[config.mk]
export PLATFORM = sky130hd
export DESIGN_NAME = two_way_traffic_light_sequencer_core
export DESIGN_NICKNAME = d
export VERILOG_FILES = /design/src/rtl/tlsq_pkg.sv /design/src/rtl/tlsq_cfg_regs.sv /design/src/rtl/tlsq_seq.sv /design/src/rtl/two_way_traffic_light_sequencer_core.sv
export VERILOG_INCLUDE_DIRS = /design/src /design/src/rtl
export SDC_FILE = /design/constraint.sdc
export NUM_CORES = 1
export LEC_CHECK = 0
export BUFFER_PORTS_ARGS = -buffer_cell sky130_fd_sc_hd__buf_2
export CAP_MARGIN = 20
export CORE_ASPECT_RATIO = 1.75
export CORE_MARGIN = 4
export CORE_UTILIZATION = 50
export DETAILED_ROUTE_END_ITERATION = 12
export PLACE_DENSITY = 0.7
export SYNTH_ARGS = -nofsm -noshare
export SYNTH_HDL_FRONTEND = slang
export SYNTH_HIERARCHICAL = 1
export SYNTH_SLANG_ARGS = --single-unit
[constraint.sdc]
create_clock -name clk -period 6.7 [get_ports clk]
set_input_delay 1.34 -clock clk [delete_from_list [all_inputs] [get_ports clk]]
set_output_delay 1.34 -clock clk [all_outputs]
set_load 0.005 [all_outputs]
[src/rtl/two_way_traffic_light_sequencer_core_macros.svh]
// ----------------------------------------------------------------------------
// Traffic light sequencer assertion macros
// Clocked property shorthands shared by the sequencer RTL.
// ----------------------------------------------------------------------------
`ifndef TWO_WAY_TRAFFIC_LIGHT_SEQUENCER_CORE_MACROS_SVH
`define TWO_WAY_TRAFFIC_LIGHT_SEQUENCER_CORE_MACROS_SVH

// Same-cycle implication, disabled while reset is asserted.
`define TLSQ_ASSERT_NOW(lbl, clk, rst_n, ante, cons) \
	lbl: assert property (@(posedge clk) disable iff (!rst_n) (ante) |-> (cons)) \
		else $error("tlsq assertion failed");

// Next-cycle implication, disabled while reset is asserted.
`define TLSQ_ASSERT_NEXT(lbl, clk, rst_n, ante, cons) \
	lbl: assert property (@(posedge clk) disable iff (!rst_n) (ante) |=> (cons)) \
		else $error("tlsq assertion failed");

`endif

[src/rtl/tlsq_pkg.sv]
// ----------------------------------------------------------------------------
// Traffic light sequencer package
// Shared types, lamp masks, register indexes and digit helpers.
// ----------------------------------------------------------------------------
`default_nettype none

package tlsq_pkg;

	localparam int CountW = 7;
	localparam int TicksW = 4;
	localparam int DigitW = 4;
	localparam int LampW  = 6;
	localparam int IndexW = 3;

	localparam logic [CountW-1:0] CountTop  = 7'd99;
	localparam logic [TicksW-1:0] TicksTop  = 4'd9;

	localparam logic [LampW-1:0] LAMP_RED1    = 6'b000001;
	localparam logic [LampW-1:0] LAMP_YELLOW1 = 6'b000010;
	localparam logic [LampW-1:0] LAMP_GREEN1  = 6'b000100;
	localparam logic [LampW-1:0] LAMP_RED2    = 6'b001000;
	localparam logic [LampW-1:0] LAMP_YELLOW2 = 6'b010000;
	localparam logic [LampW-1:0] LAMP_GREEN2  = 6'b100000;

	typedef enum logic [IndexW-1:0] {
		REG_PHASE_ONE_START     = 3'd0,
		REG_YELLOW_ONE_AT       = 3'd1,
		REG_PHASE_TWO_START     = 3'd2,
		REG_GREEN_TWO_AT        = 3'd3,
		REG_MANUAL_YELLOW_TICKS = 3'd4
	} reg_index_t;

	typedef enum logic [3:0] {
		MODE_AUTO_RESTART = 4'b0001,
		MODE_AUTO_RUN     = 4'b0010,
		MODE_MAN_YELLOW   = 4'b0100,
		MODE_MAN_HOLD     = 4'b1000
	} mode_t;

	typedef struct packed {
		logic [CountW-1:0] phase_one_start;
		logic [CountW-1:0] yellow_one_at;
		logic [CountW-1:0] phase_two_start;
		logic [CountW-1:0] green_two_at;
		logic [TicksW-1:0] manual_yellow_ticks;
	} cfg_t;

	typedef struct packed {
		logic [DigitW-1:0] tens;
		logic [DigitW-1:0] units;
	} digits_t;

	typedef struct packed {
		logic [LampW-1:0] lamps;
		digits_t          digits;
	} result_t;

	function automatic logic [CountW-1:0] clamp_count(input logic [CountW-1:0] v);
		return (v > CountTop) ? CountTop : v;
	endfunction

	function automatic logic [TicksW-1:0] clamp_ticks(input logic [TicksW-1:0] v);
		return (v > TicksTop) ? TicksTop : v;
	endfunction

	// Tens by reciprocal multiply (205/2048), exact for values up to 99.
	function automatic digits_t to_digits(input logic [CountW-1:0] v);
		logic [14:0]       prod;
		logic [CountW-1:0] tens_x10;
		digits_t           d;
		prod     = 15'(v) * 15'd205;
		d.tens   = prod[14:11];
		tens_x10 = 7'(d.tens) * 7'd10;
		d.units  = 4'(v - tens_x10);
		return d;
	endfunction

endpackage

`default_nettype wire

[src/rtl/tlsq_cfg_regs.sv]
// ----------------------------------------------------------------------------
// Traffic light sequencer configuration registers
// Holds the phase counts and manual yellow length written over the write port.
// ----------------------------------------------------------------------------
`default_nettype none

module tlsq_cfg_regs (
	input  wire logic                          clk,
	input  wire logic                          arst_n,
	input  wire logic                          wr_en,
	input  wire logic [tlsq_pkg::IndexW-1:0]   wr_index,
	input  wire logic [tlsq_pkg::CountW-1:0]   wr_data,
	output tlsq_pkg::cfg_t                     cfg
);
	import tlsq_pkg::*;

	cfg_t cfg_q;

	always_ff @(posedge clk or negedge arst_n) begin
		if (!arst_n) begin
			cfg_q.phase_one_start     <= 7'd23;
			cfg_q.yellow_one_at       <= 7'd3;
			cfg_q.phase_two_start     <= 7'd15;
			cfg_q.green_two_at        <= 7'd12;
			cfg_q.manual_yellow_ticks <= 4'd3;
		end else if (wr_en) begin
			unique case (reg_index_t'(wr_index))
				REG_PHASE_ONE_START:     cfg_q.phase_one_start     <= wr_data;
				REG_YELLOW_ONE_AT:       cfg_q.yellow_one_at       <= wr_data;
				REG_PHASE_TWO_START:     cfg_q.phase_two_start     <= wr_data;
				REG_GREEN_TWO_AT:        cfg_q.green_two_at        <= wr_data;
				REG_MANUAL_YELLOW_TICKS: cfg_q.manual_yellow_ticks <= wr_data[TicksW-1:0];
				default: ;
			endcase
		end
	end

	assign cfg = cfg_q;

endmodule

`default_nettype wire

[src/rtl/tlsq_seq.sv]
// ----------------------------------------------------------------------------
// Traffic light sequencer state and tick logic
// Holds the sequence state and works out one tick's lamps and countdown.
// ----------------------------------------------------------------------------
`default_nettype none

module tlsq_seq (
	input  wire logic          clk,
	input  wire logic          arst_n,
	input  wire logic          step,
	input  wire logic          manual_mode,
	input  wire logic          direction,
	input  wire tlsq_pkg::cfg_t cfg,
	output tlsq_pkg::result_t  result
);
	import tlsq_pkg::*;

	mode_t             mode_q, mode_d;
	logic              phase_q, phase_d;
	logic [CountW-1:0] count_q, count_d;
	logic [TicksW-1:0] mcount_q, mcount_d;
	logic              road_q, road_d;
	logic [LampW-1:0]  lamps_q, lamps_d;
	logic [CountW-1:0] shown;

	always_comb begin
		mode_d   = mode_q;
		phase_d  = phase_q;
		count_d  = count_q;
		mcount_d = mcount_q;
		road_d   = road_q;
		lamps_d  = lamps_q;
		shown    = '0;
		if (manual_mode) begin
			if (mode_q == MODE_AUTO_RESTART || mode_q == MODE_AUTO_RUN ||
				(mode_q == MODE_MAN_HOLD && direction != road_q)) begin
				road_d   = direction;
				mcount_d = clamp_ticks(cfg.manual_yellow_ticks);
				lamps_d  = LAMP_YELLOW1 | LAMP_YELLOW2;
				mode_d   = MODE_MAN_YELLOW;
			end
			if (mode_d == MODE_MAN_YELLOW) begin
				if (mcount_d != '0) begin
					shown    = 7'(mcount_d);
					mcount_d = mcount_d - 4'd1;
				end else begin
					lamps_d = road_d ? (LAMP_GREEN2 | LAMP_RED1) : (LAMP_GREEN1 | LAMP_RED2);
					mode_d  = MODE_MAN_HOLD;
				end
			end
		end else begin
			// Any automatic tick that does not follow a running automatic tick
			// restarts phase one from the top.
			if (mode_q != MODE_AUTO_RUN) begin
				lamps_d = '0;
				phase_d = 1'b0;
				count_d = clamp_count(cfg.phase_one_start);
				mode_d  = MODE_AUTO_RUN;
			end
			shown = clamp_count(count_d);
			if (!phase_d) begin
				if (shown == clamp_count(cfg.phase_one_start)) begin
					lamps_d = LAMP_GREEN1 | LAMP_RED2;
				end
				if (shown == cfg.yellow_one_at) begin
					lamps_d = (lamps_d & ~LAMP_GREEN1) | LAMP_YELLOW1;
				end
			end else begin
				if (shown == clamp_count(cfg.phase_two_start)) begin
					lamps_d = (lamps_d & ~(LAMP_YELLOW1 | LAMP_RED2)) | LAMP_YELLOW2 | LAMP_RED1;
				end
				if (shown == cfg.green_two_at) begin
					lamps_d = (lamps_d & ~LAMP_YELLOW2) | LAMP_GREEN2;
				end
			end
			if (shown == '0) begin
				phase_d = ~phase_d;
				count_d = clamp_count(phase_d ? cfg.phase_two_start : cfg.phase_one_start);
			end else begin
				count_d = shown - 7'd1;
			end
		end
		result.lamps  = lamps_d;
		result.digits = to_digits(shown);
	end

	always_ff @(posedge clk or negedge arst_n) begin
		if (!arst_n) begin
			mode_q   <= MODE_AUTO_RESTART;
			phase_q  <= 1'b0;
			count_q  <= 7'd23;
			mcount_q <= '0;
			road_q   <= 1'b0;
			lamps_q  <= '0;
		end else if (step) begin
			mode_q   <= mode_d;
			phase_q  <= phase_d;
			count_q  <= count_d;
			mcount_q <= mcount_d;
			road_q   <= road_d;
			lamps_q  <= lamps_d;
		end
	end

endmodule

`default_nettype wire

[src/rtl/two_way_traffic_light_sequencer_core.sv]
// ----------------------------------------------------------------------------
// Two-way traffic light sequencer core
// Turns one-second ticks into six lamp levels and a two-digit countdown.
// ----------------------------------------------------------------------------
// Channel   Handshake              Payload
// tick      tick_valid/tick_stall  manual_mode, direction
// lamp      lamp_valid/lamp_stall  six lamps, tens_digit, units_digit
// config    wr_en                  wr_index, wr_data
//
// A tick enters the input register, then its lamps and countdown sit in
// the result register: one tick per cycle sustained while lamp_stall is low.
// The single state update between the two registers sets this rate.
// Reset restarts automatic mode at the top of phase one.
// A stall on the lamp channel holds the result and then the input register.
// ----------------------------------------------------------------------------
`default_nettype none

module two_way_traffic_light_sequencer_core (
	input  wire logic                        clk,
	input  wire logic                        arst_n,
	input  wire logic                        wr_en,
	input  wire logic [tlsq_pkg::IndexW-1:0] wr_index,
	input  wire logic [tlsq_pkg::CountW-1:0] wr_data,
	input  wire logic                        tick_valid,
	output logic                             tick_stall,
	input  wire logic                        manual_mode,
	input  wire logic                        direction,
	output logic                             lamp_valid,
	input  wire logic                        lamp_stall,
	output logic                             red_one,
	output logic                             yellow_one,
	output logic                             green_one,
	output logic                             red_two,
	output logic                             yellow_two,
	output logic                             green_two,
	output logic [tlsq_pkg::DigitW-1:0]      tens_digit,
	output logic [tlsq_pkg::DigitW-1:0]      units_digit
);
	import tlsq_pkg::*;

`include "two_way_traffic_light_sequencer_core_macros.svh"

	cfg_t    cfg;
	result_t result;
	result_t result_q;
	logic    valid_s1;
	logic    manual_s1;
	logic    direction_s1;
	logic    out_valid_q;
	logic    advance;
	logic    accept;

	// The input register moves on whenever the result register is free or
	// is being emptied in the same cycle.
	assign advance    = valid_s1 && (!out_valid_q || !lamp_stall);
	assign tick_stall = valid_s1 && !advance;
	assign accept     = tick_valid && !tick_stall;

	tlsq_cfg_regs u_cfg (
		.clk      (clk),
		.arst_n   (arst_n),
		.wr_en    (wr_en),
		.wr_index (wr_index),
		.wr_data  (wr_data),
		.cfg      (cfg)
	);

	tlsq_seq u_seq (
		.clk         (clk),
		.arst_n      (arst_n),
		.step        (advance),
		.manual_mode (manual_s1),
		.direction   (direction_s1),
		.cfg         (cfg),
		.result      (result)
	);

	always_ff @(posedge clk or negedge arst_n) begin
		if (!arst_n) begin
			valid_s1 <= 1'b0;
		end else begin
			valid_s1 <= accept || (valid_s1 && !advance);
		end
	end

	always_ff @(posedge clk) begin
		if (accept) begin
			manual_s1    <= manual_mode;
			direction_s1 <= direction;
		end
	end

	always_ff @(posedge clk or negedge arst_n) begin
		if (!arst_n) begin
			out_valid_q <= 1'b0;
		end else if (advance) begin
			out_valid_q <= 1'b1;
		end else if (!lamp_stall) begin
			out_valid_q <= 1'b0;
		end
	end

	always_ff @(posedge clk) begin
		if (advance) begin
			result_q <= result;
		end
	end

	assign lamp_valid  = out_valid_q;
	assign red_one     = result_q.lamps[0];
	assign yellow_one  = result_q.lamps[1];
	assign green_one   = result_q.lamps[2];
	assign red_two     = result_q.lamps[3];
	assign yellow_two  = result_q.lamps[4];
	assign green_two   = result_q.lamps[5];
	assign tens_digit  = result_q.digits.tens;
	assign units_digit = result_q.digits.units;

	// A blocked result must hold the pending tick in the input register.
	`TLSQ_ASSERT_NEXT(a_s1_held, clk, arst_n, valid_s1 && out_valid_q && lamp_stall, valid_s1)
	`TLSQ_ASSERT_NOW(a_no_take_when_full, clk, arst_n, valid_s1 && out_valid_q && lamp_stall, tick_stall)
	`TLSQ_ASSERT_NOW(a_decimal_digits, clk, arst_n, lamp_valid, tens_digit <= 4'd9 && units_digit <= 4'd9)

endmodule

`default_nettype wire
# Word level (Yosys, flattened, before mapping)
# Index checks and enable logic that the tools add are counted.
word_totals:
  register_bits: 73
  inputBits: 17
  output_inout_bits: 16
  wordCells: 109
classes:
  n_addsub: 3
  n_mul: 2
  n_lt_le_gt_ge: 5
  eq_ne: 15
  n_mux: 40
  n_bitwise: 2
  n_reduce_logical: 24
ops:
  columns: ["op", "n"]
  rows:
  - ["7-bit 2-to-1 mux", 10]
  - ["6-bit 2-to-1 mux", 9]
  - ["4-bit 2-to-1 mux", 12]
  - ["7-bit equality test", 4]
  - ["7-bit > comparator, second input constant", 4]
  - ["2-bit AND reduction", 8]
  - ["7-bit by 8-bit multiplier with 15-bit output, second input constant", 1]
  - ["7-bit logical NOT", 1]
  - ["1-bit 2-to-1 mux", 7]
  - ["7-bit by 1-bit subtractor with 7-bit output, second input constant", 1]
  - ["3-bit by 2-bit equality test with 1-bit output, second input constant", 2]
  - ["5-bit 2-to-1 mux", 1]
  - ["4-bit by 1-bit equality test with 1-bit output, second input constant", 1]
  - ["4-bit by 2-bit equality test with 1-bit output, second input constant", 1]
  - ["4-bit by 3-bit equality test with 1-bit output, second input constant", 1]
  - ["4-bit equality test, second input constant", 1]
  - ["4-bit > comparator, second input constant", 1]
  - ["1-bit logical AND", 4]
  - ["1-bit logical NOT", 4]
  - ["1-bit logical OR", 4]
  - ["4-bit by 3-bit multiplier with 3-bit output, second input constant", 1]
  - ["4-bit by 2-bit inequality test with 1-bit output, second input constant", 1]
  - ["4-bit nonzero test", 1]
  - ["4-bit by 1-bit subtractor with 4-bit output, second input constant", 1]
  - ["other kinds (9)", 10]

# Depth between registers and ports, before layout
# Gate-level depths: netlist (run 1).
logic_depth:
  word_depth: 12
  depth_mapped: 31
  depth_no_buf: 29

# Modules after synthesis
# The synthesis (run 1) kept the hierarchy.
by_module_without_submodules:
  columns: ["module", "n_inst", "cells_each", "area_each_um2", "seq_area_each_um2"]
  rows:
  - ["tlsq_seq", 1, 441, 3512.1, 581.8]
  - ["tlsq_cfg_regs", 1, 71, 1253.7, 818.3]
  - ["two_way_traffic_light_sequencer_core", 1, 24, 573.0, 530.5]

# Least setup slack after synthesis (run 1)
# Ideal clock, no wire load.
synth_path:
  kind: "register to register"
  startpoint: "reg u_seq.mode_q[0]"
  endpoint: "reg result_q (netlist bit units_digit[3]) (data pin)"
  arrival_time_ns: 5.939
  slack_ns: 0.500
  path_stages_with_launch: 28
  n_path_buf: 2
  synth_period_minus_slack_ns: 6.200
  cell_sequence: "dfstp_2 nor4b_4 buf_4 a221oi_1 clkbuf_1 a21oi_1 ha_1 o21ai_0 nand2_1 o22ai_1 inv_1 fa_1 inv_1 ha_1 inv_1 fa_1 inv_1 ha_1 and4_1 nand3_1 nor4_1 and3b_4 o21bai_1 xnor2_1 fa_1 xnor2_1 xnor2_1 xnor2_1"
synth_rtl:
  columns: ["item", "line_no", "source"]
  rows:
  - ["from (decl)", "tlsq_seq.sv:18", "mode_t mode_q, mode_d;"]
  - ["from (signal assigned)", "tlsq_seq.sv:96", "mode_q <= mode_d;"]
  - ["to (signal assigned)", "two_way_traffic_light_sequencer_core.sv:105", "result_q <= result;"]
  - ["to (decl)", "two_way_traffic_light_sequencer_core.sv:45", "result_t result_q;"]

==> results.md, run 1 <==
* Area of the multi-input gates at 3200 sq um
* Initial antenna violation count at 0
* Required @ worst endpoint at between 6 and 7 ns
* CP Max Fanout at 11
* Most common cell after layout, fill and taps aside: inv_1
* Register area share after synthesis at 36.2%
* DR WL/cell at 19.1 microns
* Detailed-route wire length at 13500 microns
* Delay of the slowest cell on the worst path at about 0.48 ns
* Hold path depth at 2
* FF+latch count, synth at 73
* Cells along the critical path: nor4b_4 > buf_6 > a221o_2 > mux2_2 > a31oi_1 > inv_1 > ha_1 > inv_1 > fa_1 > inv_1 > fa_1 > ha_1 > ha_1 > and4_1 > nand3_1 > nor4_2 > and3b_4 > o21bai_1 > xnor2_1 > fa_1 > xnor2_1 > xnor2_1 > xnor2_1
* Max H-tree Level at 3
* Cell Rows at between 40 and 50
* Crit path top cell by count: xnor2_1
* Antenna cell count at 0
* Clk buf depth at 2
* Via density per instance at 6.04
* Synthesized area per cell at 9.96 sq um
* Fin cells at 706
* GPL Wtd Cong at about 0.97
* Total Power at 3.36 mW
* Gr ovfl total at 0
* Power density over the cells at 557 nW/um^2
* Relative slew margins at 47.4%
* CTS tree: built
* Cell variety after synth at 76
* Switch Pwr at 1.51 mW
* Internal power at 1.85 mW
* Post-synth top flop: dfrtp_1
* CTS Sinks at 73
* Reg2Reg Setup Slack at 0.42 ns
* FFs w/ async S/R, synth at 78.1%
* CP arrival at ~6.4 ns
* Final hold vios at 0
* Worst min-delay path startpoint: u_seq/mcount_q[0]$_DFFE_PN0P_
* Clk_skew at 0.00841 ns
* Crit path capture type: flop
* Die H at 145 microns
* Starting Density at 51.5%
* Max Transition Viols Final at 0
* Hold EP: u_seq/mcount_q[0]$_DFFE_PN0P_
* # nets final at ~640
* Kind of critical path: flop to flop
* FF-to-FF Start: u_seq/mode_q[2]$_DFFE_PN0P_
* Fmax at 159 MHz
* Seq. cell area at 1930 sq um
* Hpwl dp at 10300 microns
* Syn Nets at 598
* Vias in the first global route at roughly 4400
* Clock transition at path regs at 0.06 ns
* Maximum vdd drop at around 0.25 mV
* Layout Area Growth over Synthesis at 13.0%
* Total CTS buffers at 9
* Worst r2r dst: units_digit[3]$_DFFE_PP_
* Crit path max-delay cell type: dfrtp_2
* Setup TNS at 0 ns
* Most frequent cells in the layout: inv_1 (45), mux2_2 (38), dfrtp_1 (37)
* Cells after synthesis at 536
* Share of cells above drive strength 1 at approximately a quarter
* Largest net degree at the start of global routing at 58
* Hold-fix buffer count after cts at 0
* Core Area at 10400 sq um
* Net Sw Frac at 44.9%
* Antenna Nets Post-Route at 0
* RSZ-0062 raised after global routing: no
* Hold slack at roughly 0.50 ns
* Global Route Usage Sum at 22.7%
* Worst Reg-to-Reg Cells at 23
* Drt initial violations at between 200 and 250
* Tcrit/Tclk final at 93.8%
* Hold WC Path Type: flop to flop
* WP buf/inv at 4
* IO Count at 33
* Routed via count at 4266
* First-pass GRT wire length at 21700 microns
* Cell area after synthesis at approximately 5300 sq um
* Synth warn at 6
* CP top delay family: adder cells
* Fill count at 896
* Port bufs at 32
* Slew @ Worst Pin at 0.788 ns
* Clock Latency Late Sink at 0.34 ns
* Die Wd at 86.1 microns
* DIE AREA at between 10000 and 15000 sq um
* Cells after DPL at 686
* # setup viols final at 0
* Clock share of power at 14.2%
* Max Cap Violations at 0
* Drt first pass iters at 5
* Tmin final at around 6.3 ns
* Status: complete, no violations
* Root Buffer: clkbuf_16
* Drt drc at 0
* Reported leakage power at 2.73 nW
* CP startpoint kind: flop
* Comb pwr share at 61.4%
* Seq pwr share at 24.5%
* Post-synth EDFFs at 16
## cell families after synthesis
family / after synthesis / share of synthesized area, %
simple gates: 143 / 14.4
compound gates: 126 / 16.5
flops: 73 / 36.2
buf+inv: 65 / 4.99
mux: 54 / 11.3
fa+ha+maj: 45 / 11.8
xor+xnor: 30 / 4.92
## sequential cells by signal, indices dropped and copies added (netlist names), 4 cells and up
register,flops
tens_digit,4
u_cfg/cfg,32
u_seq/count_q,7
u_seq/lamps_q,6
u_seq/mcount_q,4
u_seq/mode_q,4
units_digit,4
## worst register-to-register path, delay by kind of cell, from the launching register on
kind | cells | cell delay, ns
and+or+nand+nor | 5 | 1.04
AOI/OAI and AO/OA | 3 | 0.78
DFF | 1 | 0.48
buffers and inverters | 4 | 0.55
xor gates and xnor gates | 4 | 0.60
muxes | 1 | 0.40
adders and majority gates | 6 | 2.19
## power groups by stage
stage	registers [mW]	logic (mW)	clock network, mW
2_1_floorplan	0.755	1.52	0
3_3_place_gp	0.814	1.90	0
6_report	0.822	2.06	0.477
4_1_cts	0.815	2.00	0.489
3_5_place_dp	0.822	1.97	0
5_1_grt	0.841	2.30	0.509
## cell usage after synthesis (all sizes together) (7+ instances only)
cell     n  area, sq um
a21boi   8         60.1
xor2    11         96.3
nor3    19         95.1
nand2   36          135
dfrtp   38          951
buf      8         52.6
xnor2   19          166
ha      36          450
edfxtp  16          480
a31oi    8         50.1
a21o     8         61.3
fa       9          180
clkbuf  12         45.0
nand2b   7         43.8
nor2    37          141
a21oi   23          115
dfstp   19          499
mux2    40          458
mux2i   14          144
o21ai   27          139
nand3    9         50.1
inv     45          169
## timing repair
item	in CTS	in global routing
setup buffers	0	3
resized for setup	0	11
endpoints found under the setup margin	0	2
## layer usage
metal	global-route usage (%)	part of all wire, %	up-vias
li1	-	-	2013
met1	23.7	37	2080
met2	42.9	55	135
met3	3.34	3.9	38
met4	11.8	4.1	0
met5	0	0	-
## worst max path at each step
stage / start / end / depth (start not counted)
final: u_seq/mode_q[2]$_DFFE_PN0P_ / units_digit[3]$_DFFE_PP_ / 23
after global routing: u_seq/mode_q[0]$_DFFE_PN1P_ / units_digit[3]$_DFFE_PP_ / 28
after CTS: u_seq/mode_q[0]$_DFFE_PN1P_ / units_digit[3]$_DFFE_PP_ / 25
after detailed placement: u_seq/mode_q[0]$_DFFE_PN1P_ / units_digit[3]$_DFFE_PP_ / 25
after global placement: u_seq/mode_q[0]$_DFFE_PN1P_ / units_digit[3]$_DFFE_PP_ / 25
after floorplan: u_seq/mode_q[0]$_DFFE_PN1P_ / units_digit[3]$_DFFE_PP_ / 27
## stage by stage
step	area [sq um]	util, %	setup slack (ns)
2_1_floorplan	5340	-	0.500
3_3_place_gp	5650	54.5	0.394
3_5_place_dp	5650	54.5	0.130
4_1_cts	5940	57.4	0.112
5_1_grt	6030	58.2	0.0485
6_report	6030	58.2	0.419
## final cells by class
type                            instances  area share [%]
Clock buffer                           15            4.79
Clock inverter                          1           0.145
Inverter                               45            2.80
Multi-Input combinational cell        398            53.1
Sequential cell                        73            32.0
Tap cell                              127            2.63
Timing Repair Buffer                   47            4.54
Note: power is estimated with default switching activity, not from simulation.
==> run 2, diff against run 1 <==
Settings changed: CORE_UTILIZATION 50 to 55, PLACE_DENSITY 0.7 to 0.75.
==> run 2 against run 1 <==
Net effect:
- register-to-register slack gained 0.03 ns
- first-iteration DRC count grew 32%
- count of clock-buffer cells in the layout shrank 1
- combinational power grew 2%
- largest power group unchanged
- highest routed layer unchanged
==> results.md, run 2 (synthesis results as in run 1) <==
* Status: complete, no violations
* Crit path max-delay cell type: fa_1
* Metal3 WL at 558 microns
* Total Power at approximately 3.4 mW
* Die H at between 100 and 150 microns
* Crit path top cell by count: inv_1
* Most frequent cells in the layout: inv_1 (45), mux2_2 (38), dfrtp_1 (37)
* Cells after DPL at 683
* Hold-fix buffer count after cts at 0
* Uppermost layer routed: met4
* Relative slew margins at 43.8%
* Tmin final at 6.25 ns
* Total CTS buffers at 9
* # nets final at 635
* Setup ws final at around 0.45 ns
* Most common cell after layout, fill and taps aside: inv_1
* Via density per instance at 6.18
* Largest net degree at the start of global routing at 58
* Hold WC Path Type: flop to flop
* Drt first pass iters at 6
* Required @ worst endpoint at 6.79 ns
* Antenna cell count at 0
* Layout Area Growth over Synthesis at 13.0%
* Core Area at 9470 sq um
* Clk_skew at between 0.01 and 0.015 ns
* Tcrit/Tclk final at 93.3%
* Reported leakage power at between 2 and 3 nW
* Hold slack at 0.499 ns
* Met2 wire length at around 7200 microns
* Clock Latency Late Sink at roughly 0.34 ns
* Port bufs at 32
* Hpwl dp at between 10000 and 15000 microns
* Max reg flops at 32
* IO Count at 33
* Drt drc at 0
* Max Transition Viols Final at 0
* Share of cells above drive strength 1 at 25.4%
* Metal-1 WL at 4660 microns
* Vias in the first global route at 4541
* # setup viols final at 0
* CTS Sinks at 73
* Crit path capture type: flop
* Starting Density at 56.4%
* Max Cap Violations at 0
* Fmax at 160 MHz
* Power density over the cells at 563 nW/um^2
* Clock transition at path regs at roughly 0.060 ns
* Slew @ Worst Pin at 0.843 ns
* CP Max Fanout at 6
* Final hold vios at 0
* Antenna Nets Post-Route at 0
* Cell Rows at 47
* Maximum vdd drop at 0.353 mV
* GPL Wtd Cong at 0.952
* Clk buf depth at 2
* Fill count at 791
* Max H-tree Level at 3
* DR WL/cell at 19.3 microns
* CTS tree: built
* Detailed-route wire length at 13500 microns
* Fin cells at 700
* Pre-CTS setup slack at -0.113 ns
* Delay of the slowest cell on the worst path at 0.55 ns
* First-pass GRT wire length at roughly 22000 microns
* CP arrival at 6.33 ns
* Initial antenna violation count at 0
* Drt initial violations at 294
* CP startpoint kind: flop
* Global Route Usage Sum at 25.4%
* Routed via count at around 4300
* Kind of critical path: flop to flop
* Die Wd at ~82 microns
* Gr ovfl total at 0
* Root Buffer: clkbuf_16
* DIE AREA at approximately 11000 sq um
-- run 2: report_power, final --
part           total (mW)  internal, mW  switching [mW]
Combinational        2.11         0.910            1.20
Clock               0.474         0.300           0.174
Sequential          0.819         0.659           0.161
-- run 2: routing by layer --
layer,up-vias,track usage (%)
met3,64,5.27
met5,-,0
met2,150,43.1
met4,0,20.0
met1,2100,25.7
li1,2015,-
-- run 2: layout make-up --
| type | instances | area [sq um] | share of cell area, % |
|---|---|---|---|
| clock inverter | 2 | 38.8 | 0.643 |
| sequential | 73 | 1930 | 32.0 |
| tap | 122 | 153 | 2.53 |
| multi-input combinational | 398 | 3220 | 53.4 |
| inverter | 45 | 169 | 2.80 |
| clock buffer | 14 | 254 | 4.21 |
| timing repair buffer | 46 | 265 | 4.40 |
-- run 2: final timing paths --
kind	startpoint	to	slack, ns	cells after the start
max	direction_s1$_DFFE_PP_	units_digit[3]$_DFFE_PP_	0.45	29
min in group asynchronous	arst_n	u_cfg/cfg[30]$_DFFE_PN0P_	1.15	2
min reg2reg	valid_s1$_DFF_PN0_	lamp_valid$_DFFE_PN0P_	0.50	1
max in group asynchronous	arst_n	u_seq/mode_q[2]$_DFFE_PN0P_	5.02	2
min	valid_s1$_DFF_PN0_	lamp_valid$_DFFE_PN0P_	0.50	1
max reg2reg	direction_s1$_DFFE_PP_	units_digit[3]$_DFFE_PP_	0.45	29
-- run 2: stage by stage --
stage | cell area (sq um) | setup TNS [ns] | utilization (%)
2_1_floorplan | 5340 | 0 | -
3_3_place_gp | 5660 | 0 | 59.7
3_5_place_dp | 5660 | -0.113 | 59.7
4_1_cts | 5960 | 0 | 63.0
5_1_grt | 6030 | -0.0321 | 63.7
6_report | 6030 | 0 | 63.7
-- run 2: what timing repair did --
action | 4_1_cts | 5_1_grt
setup buffers | 0 | 1
hold endpoints to repair | 0 | 0
gates resized for setup | 2 | 12
pin swaps | 0 | 1
setup endpoints to repair | 1 | 2
-- run 2: worst max-delay path, delay by kind of cell (launching register included) --
family	cells	cell delay, ns
compound gates	4	0.91
xor+xnor	5	0.79
fa+ha+maj	7	2.36
buf+inv	7	0.47
flops	1	0.46
simple gates	6	0.99
